### src/hdl/sensor_frame_crc8_decode_macros.svh
// Assertion macros shared by the sensor frame decoder RTL.
// Standalone header; expects clk and rst_n in the including module's scope.
`ifndef SENSOR_FRAME_CRC8_DECODE_MACROS_SVH
`define SENSOR_FRAME_CRC8_DECODE_MACROS_SVH

`ifndef NO_ASSERTIONS

// Same-cycle implication, checked on every rising edge outside reset.
`define SFCD_ASSERT_NOW(lbl, ante, cons, msg) \
    lbl: assert property (@(posedge clk) disable iff (!rst_n) (ante) |-> (cons)) \
        else $error(msg);

// Next-cycle implication, checked on every rising edge outside reset.
`define SFCD_ASSERT_NEXT(lbl, ante, cons, msg) \
    lbl: assert property (@(posedge clk) disable iff (!rst_n) (ante) |=> (cons)) \
        else $error(msg);

`else

`define SFCD_ASSERT_NOW(lbl, ante, cons, msg)
`define SFCD_ASSERT_NEXT(lbl, ante, cons, msg)

`endif

`endif

### src/hdl/sfcd_pkg.sv
// Types, constants and the CRC-8 byte step for the sensor frame decoder.
// No dependencies.
`default_nettype none

package sfcd_pkg;

    localparam logic [7:0] CRC_POLY    = 8'h31;
    localparam logic [7:0] CRC_INIT    = 8'hFF;
    localparam int unsigned RAW_W      = 20;
    localparam logic [6:0] HUM_SCALE   = 7'd100;
    localparam logic [7:0] TEMP_SCALE  = 8'd200;
    localparam logic [8:0] TEMP_OFFSET = 9'd50;

    // Byte positions within a frame.
    localparam logic [2:0] POS_STATUS  = 3'd0;
    localparam logic [2:0] POS_HUM_HI  = 3'd1;
    localparam logic [2:0] POS_HUM_MID = 3'd2;
    localparam logic [2:0] POS_SPLIT   = 3'd3;
    localparam logic [2:0] POS_TMP_MID = 3'd4;
    localparam logic [2:0] POS_TMP_LO  = 3'd5;
    localparam logic [2:0] POS_CRC     = 3'd6;

    localparam logic [6:0] HUM_MAX     = 7'd99;

    // Result payload; the last member sits in the lowest bits.
    typedef struct packed {
        logic [7:0]       status_value;
        logic [RAW_W-1:0] temperature_raw;
        logic [RAW_W-1:0] humidity_raw;
        logic signed [8:0] temperature_celsius;
        logic [6:0]       humidity_percent;
    } result_t;

    // One CRC-8 byte step, MSB first, no reflection.
    function automatic logic [7:0] crc8_step(input logic [7:0] crc, input logic [7:0] b);
        logic [7:0] c;
        c = crc ^ b;
        for (int k = 0; k < 8; k++)
        begin
            if (c[7])
            begin
                c = {c[6:0], 1'b0} ^ CRC_POLY;
            end
            else
            begin
                c = {c[6:0], 1'b0};
            end
        end
        return c;
    endfunction

endpackage

`default_nettype wire

### src/hdl/sensor_frame_crc8_decode.sv
// Top level of the sensor measurement frame decoder with CRC-8 check.
// Depends on sfcd_pkg and sensor_frame_crc8_decode_macros.svh.
//
// Usage:
//   The slave channel carries one frame byte per transfer: s_tdata holds the
//   byte and s_tuser marks the byte as byte 0 of a new frame, which drops any
//   partial frame. Without that mark the byte index wraps after seven bytes.
//   The master channel carries one result per complete frame, issued on the
//   transfer of byte 6 (the CRC byte): scaled humidity and temperature, both
//   raw values, the status byte, and in m_tuser a flag that the CRC matched.
//   Each byte is held in an input register and the frame state is updated as
//   it leaves it; m_tvalid is registered and rises as the result register is
//   loaded when the CRC byte leaves the input register. One byte per cycle is
//   sustained while no result waits on a stalled receiver; the CRC step feeds
//   the frame state and the two constant multiplies feed the result register.
//   When the receiver stalls with a result pending, bytes that produce no
//   result still drain into the frame state; only the next CRC byte waits,
//   and s_tready drops once it reaches the input register.
//   Reset clears the byte index, the status byte, the accumulators and both
//   valid flags and sets the CRC to 0xFF; no result is pending after reset.
`default_nettype none

`include "sensor_frame_crc8_decode_macros.svh"

module sensor_frame_crc8_decode
(
    input  wire logic        clk,
    input  wire logic        rst_n,

    input  wire logic        s_tvalid,
    output logic             s_tready,
    input  wire logic [7:0]  s_tdata,   // [7:0] data_byte
    input  wire logic        s_tuser,   // [0] frame_start

    output logic             m_tvalid,
    input  wire logic        m_tready,
    // [6:0] humidity_percent, [15:7] temperature_celsius, [35:16] humidity_raw,
    // [55:36] temperature_raw, [63:56] status_value
    output logic [63:0]      m_tdata,
    output logic             m_tuser    // [0] crc_ok
);

    localparam int unsigned RAW_W = sfcd_pkg::RAW_W;

    // Input register.
    logic       in_valid_reg;
    logic [7:0] in_byte_reg;
    logic       in_start_reg;

    // Frame state.
    logic [2:0]       pos_reg, pos_next;
    logic [7:0]       crc_reg, crc_next;
    logic [7:0]       status_reg, status_next;
    logic [RAW_W-1:0] hum_acc_reg, hum_acc_next;
    logic [RAW_W-1:0] temp_acc_reg, temp_acc_next;

    // Result register.
    logic               m_valid_reg;
    sfcd_pkg::result_t  out_reg, out_next;
    logic               crc_ok_reg, crc_ok_next;

    logic [2:0] pos_eff;
    logic       is_last;
    logic       out_free;
    logic       advance;
    logic       frame_done;
    logic [7:0] crc_step;

    logic [RAW_W+6:0] hum_prod;
    logic [RAW_W+7:0] temp_prod;

    assign pos_eff  = (in_start_reg || pos_reg > sfcd_pkg::POS_CRC) ? sfcd_pkg::POS_STATUS
                                                                     : pos_reg;
    assign is_last  = (pos_eff == sfcd_pkg::POS_CRC);
    assign out_free = !m_valid_reg || m_tready;
    // The held byte moves on unless it would overwrite a result still waiting.
    assign advance  = in_valid_reg && (!is_last || out_free);
    assign s_tready = !in_valid_reg || advance;
    // The CRC byte leaves the input register and its result is loaded.
    assign frame_done = advance && is_last;

    assign crc_step = sfcd_pkg::crc8_step(
        (pos_eff == sfcd_pkg::POS_STATUS) ? sfcd_pkg::CRC_INIT : crc_reg, in_byte_reg);

    always_comb
    begin
        pos_next      = pos_reg;
        crc_next      = crc_reg;
        status_next   = status_reg;
        hum_acc_next  = hum_acc_reg;
        temp_acc_next = temp_acc_reg;
        if (advance)
        begin
            pos_next = is_last ? sfcd_pkg::POS_STATUS : 3'(pos_eff + 3'd1);
            unique case (pos_eff)
                sfcd_pkg::POS_STATUS:
                begin
                    crc_next      = crc_step;
                    status_next   = in_byte_reg;
                    hum_acc_next  = '0;
                    temp_acc_next = '0;
                end
                sfcd_pkg::POS_HUM_HI:
                begin
                    crc_next     = crc_step;
                    hum_acc_next = {in_byte_reg, 12'b0};
                end
                sfcd_pkg::POS_HUM_MID:
                begin
                    crc_next     = crc_step;
                    hum_acc_next = hum_acc_reg | {8'b0, in_byte_reg, 4'b0};
                end
                sfcd_pkg::POS_SPLIT:
                begin
                    crc_next      = crc_step;
                    hum_acc_next  = hum_acc_reg | {16'b0, in_byte_reg[7:4]};
                    temp_acc_next = {in_byte_reg[3:0], 16'b0};
                end
                sfcd_pkg::POS_TMP_MID:
                begin
                    crc_next      = crc_step;
                    temp_acc_next = temp_acc_reg | {4'b0, in_byte_reg, 8'b0};
                end
                sfcd_pkg::POS_TMP_LO:
                begin
                    crc_next      = crc_step;
                    temp_acc_next = temp_acc_reg | {12'b0, in_byte_reg};
                end
                default:
                begin
                    // CRC byte: the frame state is left for the next status byte.
                end
            endcase
        end
    end

    // Constant scaling of the raw values; the shift by 20 keeps the top bits.
    assign hum_prod  = (RAW_W+7)'(hum_acc_reg) * (RAW_W+7)'(sfcd_pkg::HUM_SCALE);
    assign temp_prod = (RAW_W+8)'(temp_acc_reg) * (RAW_W+8)'(sfcd_pkg::TEMP_SCALE);

    always_comb
    begin
        out_next.humidity_percent    = hum_prod[RAW_W+6:RAW_W];
        out_next.temperature_celsius = signed'({1'b0, temp_prod[RAW_W+7:RAW_W]}
                                               - sfcd_pkg::TEMP_OFFSET);
        out_next.humidity_raw        = hum_acc_reg;
        out_next.temperature_raw     = temp_acc_reg;
        out_next.status_value        = status_reg;
        crc_ok_next                  = (crc_reg == in_byte_reg);
    end

    always_ff @(posedge clk or negedge rst_n)
    begin
        if (!rst_n)
        begin
            in_valid_reg <= 1'b0;
            pos_reg      <= sfcd_pkg::POS_STATUS;
            crc_reg      <= sfcd_pkg::CRC_INIT;
            status_reg   <= '0;
            hum_acc_reg  <= '0;
            temp_acc_reg <= '0;
            m_valid_reg  <= 1'b0;
        end
        else
        begin
            if (s_tready)
            begin
                in_valid_reg <= s_tvalid;
            end
            pos_reg      <= pos_next;
            crc_reg      <= crc_next;
            status_reg   <= status_next;
            hum_acc_reg  <= hum_acc_next;
            temp_acc_reg <= temp_acc_next;
            if (out_free)
            begin
                m_valid_reg <= frame_done;
            end
        end
    end

    always_ff @(posedge clk)
    begin
        if (s_tready && s_tvalid)
        begin
            in_byte_reg  <= s_tdata;
            in_start_reg <= s_tuser;
        end
        if (frame_done)
        begin
            out_reg    <= out_next;
            crc_ok_reg <= crc_ok_next;
        end
    end

    assign m_tvalid = m_valid_reg;
    assign m_tdata  = out_reg;
    assign m_tuser  = crc_ok_reg;

    `SFCD_ASSERT_NOW(a_pos_range, 1'b1, pos_reg <= sfcd_pkg::POS_CRC, "byte index out of range")
    `SFCD_ASSERT_NEXT(a_last_gives_result, frame_done, m_valid_reg, "CRC byte lost its result")
    `SFCD_ASSERT_NEXT(a_wrap, frame_done, pos_reg == sfcd_pkg::POS_STATUS, "index did not wrap")
    `SFCD_ASSERT_NOW(a_hum_max, m_tvalid, m_tdata[6:0] <= sfcd_pkg::HUM_MAX, "humidity above 99")

endmodule

`default_nettype wire
### config.mk
export PLATFORM = sky130hd
export DESIGN_NAME = sensor_frame_crc8_decode
export DESIGN_NICKNAME = d
export VERILOG_FILES = /design/src/hdl/sfcd_pkg.sv /design/src/hdl/sensor_frame_crc8_decode.sv
export VERILOG_INCLUDE_DIRS = /design/src /design/src/hdl
export SDC_FILE = /design/constraint.sdc
export NUM_CORES = 1
export LEC_CHECK = 0
export ABC_AREA = 1
export BUFFER_PORTS_ARGS = -buffer_cell sky130_fd_sc_hd__buf_2
export CAP_MARGIN = 5
export CORE_MARGIN = 3
export CORE_UTILIZATION = 25
export DETAILED_ROUTE_END_ITERATION = 6
export PLACE_DENSITY_LB_ADDON = 0.05
export SETUP_SLACK_MARGIN = 0.2
export SLEW_MARGIN = 40
export SYNTH_ARGS = -nofsm -noshare
export SYNTH_HDL_FRONTEND = slang
export SYNTH_SLANG_ARGS = --single-unit
### constraint.sdc
create_clock -name clk -period 13.8 [get_ports clk]
set_input_delay 2.07 -clock clk [delete_from_list [all_inputs] [get_ports clk]]
set_output_delay 2.07 -clock clk [all_outputs]
set_load 0.01 [all_outputs]
# Yosys cells after proc, flatten, opt, wreduce, memory -nomap -nowiden
# Cells that the tools add are included.
# Widths: inputs -> output; s select.
# word_totals
regBits	135
inputBits	13
output_inout_bits	67
# op_classes
eq_ne	7
n_bitwise	13
muxes	13
n_lt_le_gt_ge	1
reduce_logical	18
n_mul	2
add_sub_neg	2
# op_table
op	count
$pmux 20 s4	2
$mul 20x5->25 const B	2
$mux 6	8
$not 3->3	8
$or 20x12->20	1
$or 20x16->20	1
$or 20x4->20	1
$or 20x8->20	1
$eq 3x3->1 const B	3
$sub 8x6->9 const B	1
$eq 8x8->1	1
$mux 8	1
$reduce_and 2->1	4
$reduce_bool 4->1	2
$xor 8x8->8	1
$eq 3x2->1 const B	2
$mux 3	2
$reduce_or 6->1	1
$logic_or 1x1->1	4
$add 3x1->3 const B	1
$eq 3x1->1 const B	1
$gt 3x3->1 const B	1
$logic_and 1x1->1	3
$logic_not 1->1	3
$logic_not 3->1	1

# Longest topological paths before layout
# Gate-level depths: netlist of run 1.
# logic_depth
ltp_word	22
mapped_depth	22

# Worst setup path before layout of run 1
# Ideal clock, no wire load.
# synth_path
path_type	input to register
startpoint	input m_tready
endpoint	register out_reg, in the netlist m_tdata[0] (enable)
setup_time_ns	0.568
path_stages	2
setup_slack_ns	6.691
t_arrival_ns	6.541
path_buffers	0
path_cell_list	nor3_4 -> nor3_1
# synth_between
elab_chain_cells	4
# synth_rtl
element	line_no	rtl
start, declared	sensor_frame_crc8_decode.sv:36	input wire logic m_tready,
$logic_or 1x1->1	sensor_frame_crc8_decode.sv:75	assign out_free = !m_valid_reg || m_tready;
$logic_or 1x1->1	sensor_frame_crc8_decode.sv:77	assign advance = in_valid_reg && (!is_last || out_free);
$logic_and 1x1->1	sensor_frame_crc8_decode.sv:77	
$logic_and 1x1->1	sensor_frame_crc8_decode.sv:80	assign frame_done = advance && is_last;
via frame_done	sensor_frame_crc8_decode.sv:66	logic frame_done;
end signal, assigned	sensor_frame_crc8_decode.sv:191	out_reg <= out_next;
end, declared	sensor_frame_crc8_decode.sv:59	sfcd_pkg::result_t out_reg, out_next;
# The timed path passes the listed nets, and every way through them passes these cells.
# A chain may end at the register's enable or synchronous reset.

# Worst setup path after layout of run 1
# layout_path
startpoint	input m_tready
endpoint	output s_tready
# layout_between
elab_chain_cells	4
# layout_rtl
element	line_no	rtl
$logic_or 1x1->1	sensor_frame_crc8_decode.sv:75	
$logic_or 1x1->1	sensor_frame_crc8_decode.sv:77	
$logic_and 1x1->1	sensor_frame_crc8_decode.sv:77	
$logic_or 1x1->1	sensor_frame_crc8_decode.sv:78	assign s_tready = !in_valid_reg || advance;
end, declared	sensor_frame_crc8_decode.sv:31	output logic s_tready,
# No other way between the ends.

==> results of run 1 <==
-- cells in the final DEF, fill, tap and decap left out, types with 8 or more instances in the layout --
master / netlist / routed
fa_1: 28 / 28
a21oi_1: 70 / 70
ha_1: 127 / 127
o22ai_1: 12 / 12
dfstp_2: 8 / 8
nor3_1: 12 / 11
edfxtp_1: 74 / 74
nand2_1: 198 / 198
dfrtp_1: 53 / 53
buf_2: 1 / 79
clkbuf_16: 0 / 17
xor2_1: 13 / 13
o21ai_0: 30 / 30
nand3_1: 39 / 39
nor2_1: 41 / 40
nand4_1: 15 / 15
inv_1: 215 / 215
-- stage by stage --
step,cells,power [mW],instance area [µm²]
final,1589,2.05,10800
after floorplan,1014,1.36,9310
after detailed placement,1557,1.64,10200
after global placement,1556,1.64,10200
after CTS,1589,2.10,10800
after global routing,1589,2.29,10800
-- metal layers --
layer,up-vias,GRT usage [%],part of all wire (%)
met5,-,0,0
met4,0,3.23,1.3
met3,24,2.76,3.1
met2,81,20.4,46
met1,3121,18.0,50
li1,3496,-,-
-- path summary, 6_finish.rpt --
kind,endpoint,slack [ns]
setup / recovery,s_tready,8.77
min in group asynchronous,status_reg[5],1.72
setup reg to reg,m_tdata[14],10.17
max in group asynchronous,hum_acc_reg[18],11.63
hold / removal,m_tdata[59],0.45
hold reg to reg,m_tdata[59],0.45
-- power by group --
part | internal, mW | switching (mW) | total, mW
sequential | 0.523 | 0.0739 | 0.597
combinational | 0.361 | 0.650 | 1.01
clock | 0.240 | 0.202 | 0.442
total | 1.12 | 0.926 | 2.05
-- final cells by class --
cell class              instances  share of cell area (%)
clock buffers                  19                    4.10
clock inverters                13                   0.985
inverters                     221                    7.68
multi-input cells             650                    43.0
flip-flops and latches        135                    34.8
well taps                     468                    5.42
repair buffers                 83                    3.97
-- cells by family (layout without fill, tap and decap cells) --
| family | after synthesis | in the layout | synth area share, % |
|---|---|---|---|
| AOI/OAI and AO/OA | 139 | 139 | 8.23 |
| DFF | 135 | 135 | 40.4 |
| buffers and inverters | 229 | 336 | 9.79 |
| adders and majority gates | 155 | 155 | 23.1 |
| and+or+nand+nor | 334 | 334 | 16.2 |
| muxes | 2 | 2 | 0.242 |
| xor gates and xnor gates | 20 | 20 | 2.08 |
-- critical path: cells and delay by family --
| family | cells | cell delay (ns) |
|---|---|---|
| buf+inv | 4 | 0.41 |
| simple gates | 2 | 0.48 |
==> results.md, run 1 <==
* Layout fillers at 3959
* Port Buffer Count at 79
* Synth Register Bits at 135
* Final worst-path cycle share at 36.5%
* RSZ-0062 raised after global routing: false
* Clk Latency, worst-skew pair at 0.44 ns
* Reg-to-Reg Start: temp_acc_reg[2]
* Synth unique cells at 46
* Cell taking the most area after synthesis: edfxtp_1
* Proportion of layout cells with a drive suffix above 1 at 14.0%
* Worst-path cell chain: buf_2, nor3_4, inv_1, nor2_1, inv_1, buf_2
* Prevailing post-synth register cell: edfxtp_1
* Area of the multi-input gates at 4650 µm²
* CTS tree: built
* Vias in the first global route at 6993
* Top cells by count, synth: inv_1, nand2_1, ha_1
* Postcts setup bufs at 0
* Worst r2r path cells at 18
* Resize count post-CTS at 0
* Post-synth EDFFs at 74
* Die Wd at 199 µm
* Hold Crit Depth at 0
* Starting density of the core at 25.4%
* Max Clk Rate at 0.199 GHz
* Worst path arrival time at 2.96 ns
* TritonCTS Buffers at 17
* Largest net degree at the start of global routing at 62
* Yosys warns at 0
* Share of the synthesized area in the top cell type at 23.9%
* Clock sink total at 135
* Dpl ws at 8.80 ns
* Final Routed Wirelength at 24.3 mm
* Max transition margin at 58.6%
* Sequential cell area at 3760 µm²
* Critical path's slowest cell: nor3_4
* Largest register FFs at 64
* Wire per inst at 15.3 µm
* DR DRC count at 0
* Crit Path Class: in -> out
* Detailed placement HPWL at 19.1 mm
* DR iter-0 viols at 254
* Endpoints failing hold at 0
* Drt first pass iters at 4
* Worst vdd ir at 0.0906 mV
* CTS H-tree depth at 4
* Cell with the most instances after synthesis: inv_1
* Via count at 6722
* First-pass GRT wire length at 39.1 mm
* HP Class: reg -> reg
* Setup crit end kind: output pin
* Synthesized area at 9310 µm²
* Final TNS setup at 0 ns
* Fin util at 29.5%
* Leak at 5.46 nW
* Rows at 70
* Worst setup margin at 8.77 ns
* Die ar. at 39600 µm²
* Cells after Synth at 1014
* Routed Antenna Nets at 0
* Max Slew Vio Count at 0
* Sequential fraction of the synthesis area at 40.4%
* Final Skew at 0.00888 ns
* Reg clk slew, reported paths at 0.06 ns
* Worst path required time at 11.73 ns
* Outcome: finished clean
* GRT Residual Overflow at 0
* Die H at 199 µm
* Fin nets at 1276
* Global-route usage over all layers at 12.9%
* Clock root cell: clkbuf_16
* Post-synthesis area per instance at 9.18 µm²
* Final setup viols at 0
* CP Launch Type: input pin
* Area growth syn-to-layout at 16.1%
* Initial antenna violation count at 0
* Crit-path max FO at 3
* Worst Setup SP: m_tready
* Cts hold-fix bufs at 0
* Syn Nets at 1182
* Worst-Margin Slew at 0.621 ns
* MaxCap Viol Count at 0
* Max Buffers Root-to-Sink at 2
* Routability cong. at 0.772
* Ys async rst share at 45.2%
* Crit path largest cell delay at 0.33 ns
* Cells taking the most area after synthesis: edfxtp_1, ha_1, dfrtp_1
* Hold Crit Start: status_reg[3]
* Final min period at 5.03 ns
* DR vias/cell at 4.23
* P per Cell Area at 190 nW/µm²
* Worst hold slack at 0.449 ns
* Core outline area at 36600 µm²
* # IOs at 80
* # diodes at 0
Power figures use the tool's default switching activity.
==> run 2: changes to the inputs <==
- clock period: 13.8 -> 4.7 ns (I/O delays scaled with it)
==> run 2 against run 1 <==
  * Register-to-register slack worse by 9.2 ns
  * Global-route usage is 0.27 points higher
  * Hold slack worse by 0.15 ns
  * Power grew to 3.0 times the previous value
  * First-iteration DRC count is 14% higher
  * Sequential cell count stayed put
  * Via count is 0.49% higher
==> results.md, run 2 (synthesized netlist as in run 1, its figures left out) <==
* CTS H-tree depth at 4
* Setup crit end kind: flop
* Worst r2r path cells at 17
* Max Clk Rate at 0.270 GHz
* DR vias/cell at 4.25
* Post-route cell area at 10900 µm²
* Worst setup margin at 0.995 ns
* Outcome: finished clean
* Final setup viols at 0
* Die ar. at 39600 µm²
* Final worst-path cycle share at 78.8%
* Largest net degree at the start of global routing at 49
* Fin nets at 1276
* Routability cong. at 0.846
* Cts hold-fix bufs at 0
* Logic pwr share at 48.5%
* Initial antenna violation count at 0
* Global-route usage over all layers at 13.2%
* Postcts setup bufs at 0
* Crit-path max FO at 4
* R2R Path End: m_tdata[14]
* Internal power at 3.44 mW
* TritonCTS Buffers at 17
* Final Skew at 0.00985 ns
* CP Launch Type: flop
* Detailed placement HPWL at 19.5 mm
* Clk Latency, worst-skew pair at 0.44 ns
* Worst vdd ir at 0.268 mV
* HP Class: in -> async
* Resize count post-CTS at 0
* Switching share of total power at 44.0%
* Layout fillers at 3953
* P per Cell Area at 565 nW/µm²
* Area after DPL at 10300 µm²
* Crit Path Class: reg -> reg
* Placed Cells at 1556
* Worst-Margin Slew at 0.666 ns
* Drt first pass iters at 4
* RSZ-0062 raised after global routing: false
* Sequential fraction of design power at 28.4%
* Die H at 199 µm
* Area growth syn-to-layout at 16.9%
* P_sw at 2.71 mW
* Wire per inst at 15.6 µm
* Most common cell after layout, fill and taps aside: inv_1
* Clock root cell: clkbuf_16
* Sequential cell area at 3760 µm²
* Port Buffer Count at 79
* DR DRC count at 0
* CTS tree: built
* Clock network fraction of design power at 23.1%
* Die Wd at 199 µm
* Final Routed Wirelength at 24.8 mm
* Final Non-Filler Cells at 1589
* MaxCap Viol Count at 0
* Proportion of layout cells with a drive suffix above 1 at 13.8%
* # IOs at 80
* # diodes at 0
* Rows at 70
* Starting density of the core at 25.4%
* Worst path required time at 4.90 ns
* Leak at 5.48 nW
* Vias in the first global route at 7094
* Reg clk slew, reported paths at 0.06 ns
* Endpoints failing hold at 0
* DR iter-0 viols at 289
* Final min period at 3.71 ns
* Max transition margin at 55.6%
* Clock sink total at 135
* Final TNS setup at 0 ns
* Largest register FFs at 64
* Via count at 6755
* First-pass GRT wire length at 39.7 mm
* Area of the multi-input gates at 4650 µm²
* GRT Residual Overflow at 0
* Worst path arrival time at 3.90 ns
* Max Slew Vio Count at 0
* Reg-to-Reg Start: temp_acc_reg[13]
* Routed Antenna Nets at 0
* Max Buffers Root-to-Sink at 2
* Core outline area at 36600 µm²
* Fin util at 29.7%
* R2R setup slack at 0.99 ns
* Total power draw at 6.14 mW
* Most frequent cells in the layout: inv_1, nand2_1, ha_1, buf_2, edfxtp_1
* Worst hold slack at 0.295 ns
* Dpl ws at 0.954 ns
[run 2: layout make-up]
| type | instances | share of cell area [%] |
|---|---|---|
| inverter | 221 | 7.63 |
| timing repair buffer | 83 | 4.10 |
| sequential | 135 | 34.6 |
| multi-input combinational | 650 | 42.8 |
| clock inverter | 13 | 1.56 |
| clock buffer | 19 | 3.98 |
| tap | 468 | 5.38 |
[run 2: worst max path at each step]
stage,slack [ns],startpoint,depth (start not counted),to
4_1_cts,0.92,temp_acc_reg[13],17,m_tdata[14]
6_report,0.99,temp_acc_reg[13],17,m_tdata[14]
3_5_place_dp,0.95,temp_acc_reg[13],17,m_tdata[14]
2_1_floorplan,0.82,pos_reg[1],5,m_tdata[0]
5_1_grt,0.71,temp_acc_reg[13],17,m_tdata[14]
3_3_place_gp,0.90,temp_acc_reg[13],17,m_tdata[14]
[run 2: critical path: stages (launching register included)]
cell and delay (ns):
dfrtp_1 0.45, ha_1 0.32, ha_1 0.27, inv_1 0.05
fa_1 0.50, inv_1 0.04, ha_1 0.37, a21oi_1 0.24
o21ai_0 0.19, nor2_1 0.18, nand2_1 0.06, nand2_1 0.05
nand2_1 0.11, ha_1 0.25, nand3_1 0.12, nand3_1 0.11
nand3_1 0.08, nand2_1 0.05
[run 2: power by group through the flow]
| stage | registers (mW) | clock network, mW | logic, mW |
|---|---|---|---|
| 3_5_place_dp | 1.78 | 0 | 3.03 |
| 3_3_place_gp | 1.78 | 0 | 3.06 |
| 2_1_floorplan | 1.68 | 0 | 2.32 |
| 6_report | 1.74 | 1.42 | 2.98 |
| 4_1_cts | 1.76 | 1.48 | 3.07 |
| 5_1_grt | 1.78 | 1.52 | 3.54 |
[run 2: metal layers]
metal  wire length, µm  global-route usage (%)  vias to the layer above
met5                 0                       0                        -
met4               333                    3.49                        0
met3               804                    2.78                       16
met2             11200                    20.7                       92
met1             12500                    18.5                     3146
li1                  -                       -                     3501
